### src/rtl/eal_pkg.sv
package eal_pkg;

    localparam int ECHO_W        = 21;
    localparam int CFG_W         = 16;
    localparam int CFG_ADDR_W    = 2;
    localparam int AVG_W         = 16;
    localparam int DIST_W        = 16;
    localparam int IN_TDATA_W    = 24;
    localparam int OUT_TDATA_W   = 40;
    localparam int DEF_READINGS  = 10;

    // register indexes on the configuration port
    localparam logic [CFG_ADDR_W-1:0] REG_TANK_DEPTH  = 2'd0;
    localparam logic [CFG_ADDR_W-1:0] REG_ECHO_TMO    = 2'd1;
    localparam logic [CFG_ADDR_W-1:0] REG_SPEED_RATIO = 2'd2;
    localparam logic [CFG_ADDR_W-1:0] REG_OVF_MARGIN  = 2'd3;

    localparam logic [CFG_W-1:0] RST_TANK_DEPTH  = 16'd3000;
    localparam logic [CFG_W-1:0] RST_ECHO_TMO    = 16'd24125;
    localparam logic [CFG_W-1:0] RST_SPEED_RATIO = 16'd11358;
    localparam logic [CFG_W-1:0] RST_OVF_MARGIN  = 16'd50;

    // ceil(2^17 / 3), exact floor(x / 3) for any 16-bit x
    localparam logic [16:0] RECIP_3    = 17'd43691;
    localparam int          RECIP_3_SH = 17;

    typedef struct packed {
        logic busy;
        logic done;
    } unit_stat_t;

    typedef enum logic [3:0] {
        ST_IDLE = 4'b0001,
        ST_DIV  = 4'b0010,
        ST_MUL  = 4'b0100,
        ST_FIN  = 4'b1000
    } state_t;

endpackage

### src/rtl/eal_accum.sv
module eal_accum #(
    parameter int READINGS_PER_BATCH = eal_pkg::DEF_READINGS,
    parameter int CNT_W              = 4,
    parameter int SUM_W              = 20
) (
    input  logic                      clk,
    input  logic                      rst_n,
    input  logic                      accept,
    input  logic [eal_pkg::ECHO_W-1:0] echo_time_us,
    input  logic [eal_pkg::CFG_W-1:0] echo_timeout_us,
    output logic                      batch_end,
    output logic [SUM_W-1:0]          batch_sum,
    output logic [CNT_W-1:0]          batch_count
);

    logic [SUM_W-1:0] sum_reg;
    logic [CNT_W-1:0] count_reg;
    logic [CNT_W-1:0] index_reg;
    logic             echo_ok;

    assign echo_ok = (echo_time_us != '0) &&
                     (echo_time_us < eal_pkg::ECHO_W'(echo_timeout_us));

    assign batch_sum   = sum_reg + (echo_ok ? SUM_W'(echo_time_us) : '0);
    assign batch_count = count_reg + (echo_ok ? CNT_W'(1) : '0);
    assign batch_end   = accept && (index_reg == CNT_W'(READINGS_PER_BATCH - 1));

    always_ff @(posedge clk or negedge rst_n)
    begin
        if (!rst_n)
        begin
            sum_reg   <= '0;
            count_reg <= '0;
            index_reg <= '0;
        end
        else if (accept)
        begin
            if (batch_end)
            begin
                sum_reg   <= '0;
                count_reg <= '0;
                index_reg <= '0;
            end
            else
            begin
                sum_reg   <= batch_sum;
                count_reg <= batch_count;
                index_reg <= index_reg + CNT_W'(1);
            end
        end
    end

endmodule

### src/rtl/eal_div.sv
module eal_div #(
    parameter int CNT_W = 4,
    parameter int SUM_W = 20
) (
    input  logic                        clk,
    input  logic                        rst_n,
    input  logic                        start,
    input  logic [SUM_W-1:0]            dividend,
    input  logic [CNT_W-1:0]            divisor,
    output eal_pkg::unit_stat_t         stat,
    output logic [eal_pkg::AVG_W-1:0]   quotient
);

    localparam int STEP_W = $clog2(SUM_W + 1);

    logic [SUM_W-1:0]  dvd_reg;
    logic [CNT_W-1:0]  dvs_reg;
    logic [CNT_W-1:0]  rem_reg;
    logic [STEP_W-1:0] step_reg;
    logic              busy_reg;
    logic              done_reg;
    logic [CNT_W:0]    trial;
    logic [CNT_W:0]    diff;
    logic              ge;

    // restoring division, one quotient bit per cycle
    assign trial = {rem_reg, dvd_reg[SUM_W-1]};
    assign ge    = trial >= {1'b0, dvs_reg};
    assign diff  = trial - {1'b0, dvs_reg};

    always_ff @(posedge clk or negedge rst_n)
    begin
        if (!rst_n)
        begin
            busy_reg <= 1'b0;
            done_reg <= 1'b0;
            step_reg <= '0;
        end
        else
        begin
            done_reg <= 1'b0;
            if (start)
            begin
                busy_reg <= 1'b1;
                step_reg <= STEP_W'(SUM_W);
            end
            else if (busy_reg)
            begin
                step_reg <= step_reg - STEP_W'(1);
                if (step_reg == STEP_W'(1))
                begin
                    busy_reg <= 1'b0;
                    done_reg <= 1'b1;
                end
            end
        end
    end

    always_ff @(posedge clk)
    begin
        if (start)
        begin
            dvd_reg <= dividend;
            dvs_reg <= divisor;
            rem_reg <= '0;
        end
        else if (busy_reg)
        begin
            dvd_reg <= {dvd_reg[SUM_W-2:0], ge};
            rem_reg <= ge ? diff[CNT_W-1:0] : trial[CNT_W-1:0];
        end
    end

    // the average never exceeds the largest valid echo, so 16 bits hold it
    assign quotient  = dvd_reg[eal_pkg::AVG_W-1:0];
    assign stat.busy = busy_reg;
    assign stat.done = done_reg;

endmodule

### src/rtl/eal_mul.sv
module eal_mul (
    input  logic                         clk,
    input  logic                         rst_n,
    input  logic                         start,
    input  logic [eal_pkg::AVG_W-1:0]    mplr,
    input  logic [eal_pkg::CFG_W-1:0]    mcand,
    output eal_pkg::unit_stat_t          stat,
    output logic [eal_pkg::DIST_W-1:0]   product_hi
);

    localparam int AW     = eal_pkg::AVG_W;
    localparam int BW     = eal_pkg::CFG_W;
    localparam int STEP_W = $clog2(AW + 1);

    logic [AW+BW-1:0]  acc_reg;
    logic [AW-1:0]     mplr_reg;
    logic [STEP_W-1:0] step_reg;
    logic              busy_reg;
    logic              done_reg;
    logic [BW:0]       part;

    // shift-add from the lsb of the multiplier, one bit per cycle
    assign part = {1'b0, acc_reg[AW+BW-1:AW]} + (mplr_reg[0] ? {1'b0, mcand} : '0);

    always_ff @(posedge clk or negedge rst_n)
    begin
        if (!rst_n)
        begin
            busy_reg <= 1'b0;
            done_reg <= 1'b0;
            step_reg <= '0;
        end
        else
        begin
            done_reg <= 1'b0;
            if (start)
            begin
                busy_reg <= 1'b1;
                step_reg <= STEP_W'(AW);
            end
            else if (busy_reg)
            begin
                step_reg <= step_reg - STEP_W'(1);
                if (step_reg == STEP_W'(1))
                begin
                    busy_reg <= 1'b0;
                    done_reg <= 1'b1;
                end
            end
        end
    end

    always_ff @(posedge clk)
    begin
        if (start)
        begin
            acc_reg  <= '0;
            mplr_reg <= mplr;
        end
        else if (busy_reg)
        begin
            acc_reg  <= {part, acc_reg[AW-1:1]};
            mplr_reg <= {1'b0, mplr_reg[AW-1:1]};
        end
    end

    assign product_hi = acc_reg[AW+BW-1:AW+BW-eal_pkg::DIST_W];
    assign stat.busy  = busy_reg;
    assign stat.done  = done_reg;

endmodule

### src/rtl/echo_average_level_classifier_unit.sv
// echo average level classifier
// input stream: one echo time in us per item in s_axis_tdata; every
// READINGS_PER_BATCH items form a batch. output stream: one result item per
// batch on m_axis_tdata. registers are written through cfg_we/cfg_addr/cfg_wdata
// with no wait; the user must write them only while the block is idle (not enforced).
// items that do not close a batch leave s_axis_tready high.
// the item closing a batch starts a bit-serial restoring divider (sum width =
// 16 + count width bits, 20 for a batch of ten) and then a bit-serial
// shift-add multiplier over the 16-bit average; a finish state then computes
// level and flags into the output register before the next item is taken.
// a batch with no valid echo skips both units: the closing item moves the
// sequencer straight to the finish state, which loads the error result; input
// resumes in the same cycle that the result becomes valid.
// reset clears the batch accumulator, the sequencer and the output valid and
// loads the register defaults.
// the output register lets a new batch be taken while a result waits; if the
// receiver still stalls when the next result is finished, the block holds that
// result and stops taking items until the waiting one is taken.
module echo_average_level_classifier_unit #(
    parameter int READINGS_PER_BATCH = eal_pkg::DEF_READINGS
) (
    input  logic                                 clk,
    input  logic                                 rst_n,
    input  logic                                 s_axis_tvalid,
    output logic                                 s_axis_tready,
    // [20:0] echo_time_us, [23:21] zero
    input  logic [eal_pkg::IN_TDATA_W-1:0]       s_axis_tdata,
    output logic                                 m_axis_tvalid,
    input  logic                                 m_axis_tready,
    // [0] reading_ok, [16:1] distance_mm, [32:17] level_mm, [33] low_flag,
    // [34] overflow, [39:35] zero
    output logic [eal_pkg::OUT_TDATA_W-1:0]      m_axis_tdata,
    input  logic                                 cfg_we,
    input  logic [eal_pkg::CFG_ADDR_W-1:0]       cfg_addr,
    input  logic [eal_pkg::CFG_W-1:0]            cfg_wdata
);

    localparam int CNT_W = $clog2(READINGS_PER_BATCH + 1);
    localparam int SUM_W = eal_pkg::AVG_W + CNT_W;
    localparam int DW    = eal_pkg::DIST_W;

    logic [eal_pkg::CFG_W-1:0] depth_reg;
    logic [eal_pkg::CFG_W-1:0] timeout_reg;
    logic [eal_pkg::CFG_W-1:0] ratio_reg;
    logic [eal_pkg::CFG_W-1:0] margin_reg;

    eal_pkg::state_t state_reg;
    eal_pkg::state_t state_next;

    logic                       in_accept;
    logic                       batch_end;
    logic [SUM_W-1:0]           batch_sum;
    logic [CNT_W-1:0]           batch_count;
    logic                       err_reg;
    logic                       div_start;
    logic                       mul_start;
    eal_pkg::unit_stat_t        div_stat;
    eal_pkg::unit_stat_t        mul_stat;
    logic [eal_pkg::AVG_W-1:0]  avg;
    logic [DW-1:0]              dist_mm;
    logic [DW-1:0]              third_reg;
    logic [eal_pkg::CFG_W+16:0] third_prod;
    logic                       out_load;
    logic                       out_valid_reg;
    logic                       ok_reg;
    logic [DW-1:0]              dist_reg;
    logic [DW-1:0]              level_reg;
    logic                       low_reg;
    logic                       ovf_reg;

    assign s_axis_tready = (state_reg == eal_pkg::ST_IDLE);
    assign in_accept     = s_axis_tvalid && s_axis_tready;
    assign div_start     = batch_end && (batch_count != '0);
    assign mul_start     = (state_reg == eal_pkg::ST_DIV) && div_stat.done;
    assign out_load      = (state_reg == eal_pkg::ST_FIN) &&
                           (!out_valid_reg || m_axis_tready);

    always_ff @(posedge clk or negedge rst_n)
    begin
        if (!rst_n)
        begin
            depth_reg   <= eal_pkg::RST_TANK_DEPTH;
            timeout_reg <= eal_pkg::RST_ECHO_TMO;
            ratio_reg   <= eal_pkg::RST_SPEED_RATIO;
            margin_reg  <= eal_pkg::RST_OVF_MARGIN;
        end
        else if (cfg_we)
        begin
            unique case (cfg_addr)
                eal_pkg::REG_TANK_DEPTH:  depth_reg   <= cfg_wdata;
                eal_pkg::REG_ECHO_TMO:    timeout_reg <= cfg_wdata;
                eal_pkg::REG_SPEED_RATIO: ratio_reg   <= cfg_wdata;
                eal_pkg::REG_OVF_MARGIN:  margin_reg  <= cfg_wdata;
                default: ;
            endcase
        end
    end

    eal_accum #(
        .READINGS_PER_BATCH (READINGS_PER_BATCH),
        .CNT_W              (CNT_W),
        .SUM_W              (SUM_W)
    ) u_accum (
        .clk             (clk),
        .rst_n           (rst_n),
        .accept          (in_accept),
        .echo_time_us    (s_axis_tdata[eal_pkg::ECHO_W-1:0]),
        .echo_timeout_us (timeout_reg),
        .batch_end       (batch_end),
        .batch_sum       (batch_sum),
        .batch_count     (batch_count)
    );

    eal_div #(
        .CNT_W (CNT_W),
        .SUM_W (SUM_W)
    ) u_div (
        .clk      (clk),
        .rst_n    (rst_n),
        .start    (div_start),
        .dividend (batch_sum),
        .divisor  (batch_count),
        .stat     (div_stat),
        .quotient (avg)
    );

    eal_mul u_mul (
        .clk        (clk),
        .rst_n      (rst_n),
        .start      (mul_start),
        .mplr       (avg),
        .mcand      (ratio_reg),
        .stat       (mul_stat),
        .product_hi (dist_mm)
    );

    always_comb
    begin
        state_next = state_reg;
        unique case (state_reg)
            eal_pkg::ST_IDLE:
            begin
                if (batch_end)
                    state_next = div_start ? eal_pkg::ST_DIV : eal_pkg::ST_FIN;
            end
            eal_pkg::ST_DIV:
            begin
                if (div_stat.done)
                    state_next = eal_pkg::ST_MUL;
            end
            eal_pkg::ST_MUL:
            begin
                if (mul_stat.done)
                    state_next = eal_pkg::ST_FIN;
            end
            eal_pkg::ST_FIN:
            begin
                if (out_load)
                    state_next = eal_pkg::ST_IDLE;
            end
            default: state_next = eal_pkg::ST_IDLE;
        endcase
    end

    always_ff @(posedge clk or negedge rst_n)
    begin
        if (!rst_n)
        begin
            state_reg     <= eal_pkg::ST_IDLE;
            out_valid_reg <= 1'b0;
        end
        else
        begin
            state_reg <= state_next;
            if (out_load)
                out_valid_reg <= 1'b1;
            else if (m_axis_tready)
                out_valid_reg <= 1'b0;
        end
    end

    // floor(depth / 3) by reciprocal; the user must keep config steady while a batch is finishing (not enforced)
    assign third_prod = depth_reg * eal_pkg::RECIP_3;

    always_ff @(posedge clk)
    begin
        third_reg <= third_prod[eal_pkg::RECIP_3_SH +: DW];
        if (batch_end)
            err_reg <= (batch_count == '0);
        if (out_load)
        begin
            if (err_reg)
            begin
                ok_reg    <= 1'b0;
                dist_reg  <= '0;
                level_reg <= '0;
                low_reg   <= 1'b1;
                ovf_reg   <= 1'b1;
            end
            else
            begin
                ok_reg    <= 1'b1;
                dist_reg  <= dist_mm;
                level_reg <= (depth_reg > dist_mm) ? (depth_reg - dist_mm) : '0;
                low_reg   <= {1'b0, dist_mm} > {third_reg, 1'b0};
                ovf_reg   <= dist_mm < margin_reg;
            end
        end
    end

    assign m_axis_tvalid = out_valid_reg;
    assign m_axis_tdata  = {5'd0, ovf_reg, low_reg, level_reg, dist_reg, ok_reg};

    a_units_exclusive: assert property (@(posedge clk) disable iff (!rst_n)
        !(div_stat.busy && mul_stat.busy))
        else $error("divider and multiplier busy together");

    a_idle_units_quiet: assert property (@(posedge clk) disable iff (!rst_n)
        s_axis_tready |-> (!div_stat.busy && !mul_stat.busy))
        else $error("item taken while a unit is busy");

    a_mul_to_fin: assert property (@(posedge clk) disable iff (!rst_n)
        mul_stat.done |=> (state_reg == eal_pkg::ST_FIN))
        else $error("multiplier result not finished");

    a_error_result: assert property (@(posedge clk) disable iff (!rst_n)
        (out_valid_reg && !ok_reg) |->
            (low_reg && ovf_reg && (dist_reg == '0) && (level_reg == '0)))
        else $error("error result malformed");

endmodule

### config.mk
export PLATFORM = sky130hd
export DESIGN_NAME = echo_average_level_classifier_unit
export DESIGN_NICKNAME = d
export VERILOG_FILES = /design/src/rtl/eal_pkg.sv /design/src/rtl/eal_accum.sv /design/src/rtl/eal_div.sv /design/src/rtl/eal_mul.sv /design/src/rtl/echo_average_level_classifier_unit.sv
export SDC_FILE = /design/constraint.sdc
export NUM_CORES = 1
export LEC_CHECK = 0
export ABC_CLOCK_PERIOD_IN_PS = 7900
export BUFFER_PORTS_ARGS = -buffer_cell sky130_fd_sc_hd__clkbuf_2
export CAP_MARGIN = 20
export CORE_MARGIN = 3
export CORE_UTILIZATION = 25
export DETAILED_ROUTE_END_ITERATION = 12
export PLACE_DENSITY = 0.49
export SLEW_MARGIN = 20
export SYNTH_ARGS = -nofsm -noshare
export SYNTH_HDL_FRONTEND = slang
export SYNTH_HIERARCHICAL = 1
export SYNTH_SLANG_ARGS = --single-unit
### constraint.sdc
create_clock -name clk -period 7.9 [get_ports clk]
set_input_delay 1.58 -clock clk [delete_from_list [all_inputs] [get_ports clk]]
set_output_delay 1.58 -clock clk [all_outputs]
set_load 0.01 [all_outputs]
Word-level counts from Yosys, hierarchy flattened
Cells that the tools add are included.
Word-level totals
  memories: 0
  output and inout port bits: 42
  memory bits (read-only): 0
  input port bits: 47
  logic and storage cells: 113
  bits in latches: 0
  bits in writable memories: 0
  flip-flop bits (word level): 238
Cells by class
  add/sub/neg operators: 8
  reductions and logical operators: 21
  bitwise gates (word level): 1
  multiply operators: 1
  magnitude comparators: 5
  eq/ne operators: 14
  shift-type cells: 0
  divide/modulo/power cells: 0
  multiplexer cells: 36
Operator list (count)
  $mux W20: 4
  $mux W16: 3
  $gt A16 B16 Y1: 2
  $mul A16 B16 Y32 const B: 1
  $mux W4: 8
  $lt A21 B16 Y1: 1
  $reduce_bool A21 Y1: 1
  $add A20 B20 Y20: 1
  $mux W5: 4
  $add A16 B17 Y17: 1
  $lt A16 B16 Y1: 1
  $mux W1: 16
  $pmux W4 S4: 1
  $sub A16 B16 Y16: 1
  $eq A5 B1 Y1 const B: 2
  $sub A5 B1 Y5 const B: 2
  $eq A4 B4 Y1 const B: 2
  $reduce_and A2 Y1: 4
  $logic_and A1 B1 Y1: 6
  $ne A2 B1 Y1 const B: 3
  $reduce_bool A2 Y1: 3
  $ge A5 B4 Y1: 1
  $add A4 B1 Y4 const B: 1
  $add A4 B4 Y4: 1
  15 further kinds: 16

Logic depth before layout (Yosys ltp)
  depth in word-level cells: 9
  mapped depth: 20
  mapped depth without buffers: 20

Hierarchy
The synthesis kept the hierarchy.
By module, submodules not included
  echo_average_level_classifier_unit: area an instance 10566.4 um^2, instances 1, seq. area each 3144.3 um^2, cells each 1032
  eal_accum: area an instance 2753.9 um^2, instances 1, seq. area each 700.7 um^2, cells each 324
  eal_mul: area an instance 2561.2 um^2, instances 1, seq. area each 975.9 um^2, cells each 264
  eal_div: area an instance 1776.7 um^2, instances 1, seq. area each 975.9 um^2, cells each 136

Least setup slack after synthesis
Ideal clock, no wire load.
  path kind: reg2reg
  from: register depth_reg[3] (netlist bit)
  to: register third_reg[14]
  period minus slack after synthesis: 5.179 ns
  setup slack: 2.721 ns
  setup time: 0.121 ns
  arrival time: 5.058 ns
  buffers on the path: 0
  cell stages (with the launch flop): 18
  cells stage by stage: dfstp_2 ha_1 xor2_1 ha_1 inv_1 fa_1 inv_1 fa_1 fa_1 fa_1 ha_1 a21oi_1 o211ai_1 a221oi_1 o21ai_0 a21oi_1 o221ai_1 xnor2_1
Between the ends
  longest elaborated chain between the ends: 1
Ends and longest elaborated chain
  from (decl): line echo_average_level_classifier_unit.sv:42  | logic [eal_pkg::CFG_W-1:0] depth_reg;
  from (signal assigned): line echo_average_level_classifier_unit.sv:82  | depth_reg <= eal_pkg::RST_TANK_DEPTH;
  from (signal assigned): line echo_average_level_classifier_unit.sv:90  | eal_pkg::REG_TANK_DEPTH: depth_reg <= cfg_wdata;
  $mul A16 B16 Y32: line echo_average_level_classifier_unit.sv:183  | assign third_prod = depth_reg * eal_pkg::RECIP_3;
  net third_prod, one bit: line echo_average_level_classifier_unit.sv:62  | logic [eal_pkg::CFG_W+16:0] third_prod;
  to (signal assigned): line echo_average_level_classifier_unit.sv:187  | third_reg <= third_prod[eal_pkg::RECIP_3_SH +: DW];
  to (decl): line echo_average_level_classifier_unit.sv:61  | logic [DW-1:0] third_reg;
The timed path passes the listed nets, and every way through them passes these cells.
A chain may end at the register's enable or synchronous reset.

Worst setup path in the final report
  from: register depth_reg[3] (netlist bit)
  to: register third_reg[10]
Same word-level chain as after synthesis.

==> run_results.csv <==
group,metric,value,unit
status,outcome,"finished clean",
sta,timing.fmax,0.1584,GHz
layout,diodes,0,
sta,tightest_slew,1.009,ns
route,drtIter0Drc,757,
sta,slew_viol_final,0,
cts,clkTransAtPathRegs,0.06,ns
grt,grt_max_degree,72,
route,routed_wl,46290,microns
cts,clock-root-buffer,"clkbuf_16",
layout,final-seq-area,5797,sq um
cts,cts_hold_buf,0,
sta,finalClockSkew,0.01576,ns
grt,grt_pass1_vias,12870,
route,wire_per_inst,16.80,microns
sta,hold_violations,0,
layout,design_area,19720,sq um
cts,postCtsSetupRepairBufs,0,
place,place.gp.congestion,0.8629,
sta,rsz0062_at_grt,"false",
grt,grt_pass1_wl,73200,microns
cts,htree_num_levels,1,
layout,multiInputGateArea,10440,sq um
synthesis,syn_inst,1754,
critical_path,crit_required,8.31,ns
layout,n_fill_cell,7268,
critical_path,critPathLaunch,"depth_reg[3]",
critical_path,cp-start-kind,"flop",
place,place_hpwl,37080,microns
grt,grtUsageTotal,12.48,%
place,placed_area,18940,sq um
layout,layout_common_cells,"inv_1 (286), ha_1 (236), mux2_2 (90)",
grt,antenna_found_initial,0,
synthesis,yosysWarnings,6,
place,portBuffers,80,
synthesis,syn_area_per_cell,10.06,sq um
cts,tritoncts,"yes",
critical_path,cp_data_arrival_time,6.73,ns
min_path,hold_start,"u_div/rem_reg[3]",
layout,drive_gt1_share,15.95,%
floorplan,top_level_ports,89,
critical_path,critPathKind,"reg -> reg",
route,drt-vias-per-instance,4.523,
floorplan,initial_core_util,25.46,%
synthesis,synth_area,17640,sq um
floorplan,fp.dieW,271.7,microns
route,drc,0,
min_path,min_path_type,"reg -> reg",
cts,cts-resized-gates,0,
sta,setup_violations,0,
grt,gr-total-overflow,0,
cts,cts-buffers-inserted,24,
route,via_count,12470,
sta,maxSlewHeadroom,32.74,%
layout,syn_to_final_growth,11.74,%
route,firstDrtPassIters,5,
layout,final_common_cell,"inv_1",
sta,fin_crit_sh,79.92,%
critical_path,crit_fanout,7,
cts,cts.sinks,222,
cts,clock_latency,0.55,ns
floorplan,design.die.area,73800,sq um
critical_path,critPathCaptureType,"flop",
layout,layout.nets,2170,
floorplan,rows,96,
cts,clockBufferDepth,3,
floorplan,die_h,271.7,microns
sta,min_period,6.314,ns
route,ant_nets,0,
flow_run,cap_violations,0,
critical_path,rr_startpoint,"depth_reg[3]",
sta,final.setup.tns,0,ns
floorplan,core,69310,sq um
[layout make-up]
cell class	count	share of cell area, %
well taps	931	5.908
inverters	286	5.445
clock inverters	16	0.7362
flip-flops and latches	222	29.40
multi-input cells	1185	52.97
clock buffers	28	3.186
repair buffers	88	2.348
[routing by layer]
metal | share of wire, % | vias up | GRT usage [%]
met5 | 0 | - | 0
li1 | - | 6126 | -
met4 | 1.7 | 0 | 2.866
met2 | 49 | 201 | 21.93
met1 | 46 | 6099 | 16.48
met3 | 3.5 | 40 | 1.237
[through the flow]
step                      std cells  worst slack (ns)  util (%)  hold WS, ns
final                          2756             1.586     28.45       0.4736
after global routing           2756             1.322     28.45       0.5001
after CTS                      2756             1.653     28.45       0.4757
after detailed placement       2712             1.671     27.33       0.4645
after global placement         2712             1.698     27.33       0.4665
after floorplan                1760             2.721         -       0.4498
[worst paths after layout]
kind	to	slack [ns]	cells after the start
max in group asynchronous	ratio_reg[0]	5.52	2
setup / recovery	third_reg[10]	1.59	17
setup reg to reg	third_reg[10]	1.59	17
hold / removal	u_div/rem_reg[3]	0.47	2
min in group asynchronous	u_accum/sum_reg[7]	1.02	1
hold reg to reg	u_div/rem_reg[3]	0.47	2
[critical path: stages (launching register included)]
cell,delay [ns]
dfstp_2,0.65
ha_1,0.35
xor2_1,0.37
ha_1,0.33
inv_1,0.09
fa_1,0.41
inv_1,0.09
fa_1,0.42
fa_1,0.52
fa_1,0.50
ha_1,0.35
a21oi_1,0.25
o211ai_1,0.15
a221oi_1,0.28
o21ai_0,0.34
a21oi_1,0.51
o21ai_0,0.17
a211oi_1,0.40
Power is not shown: default switching activity piles up to over one toggle a cycle in this logic, so the estimate is an artifact.
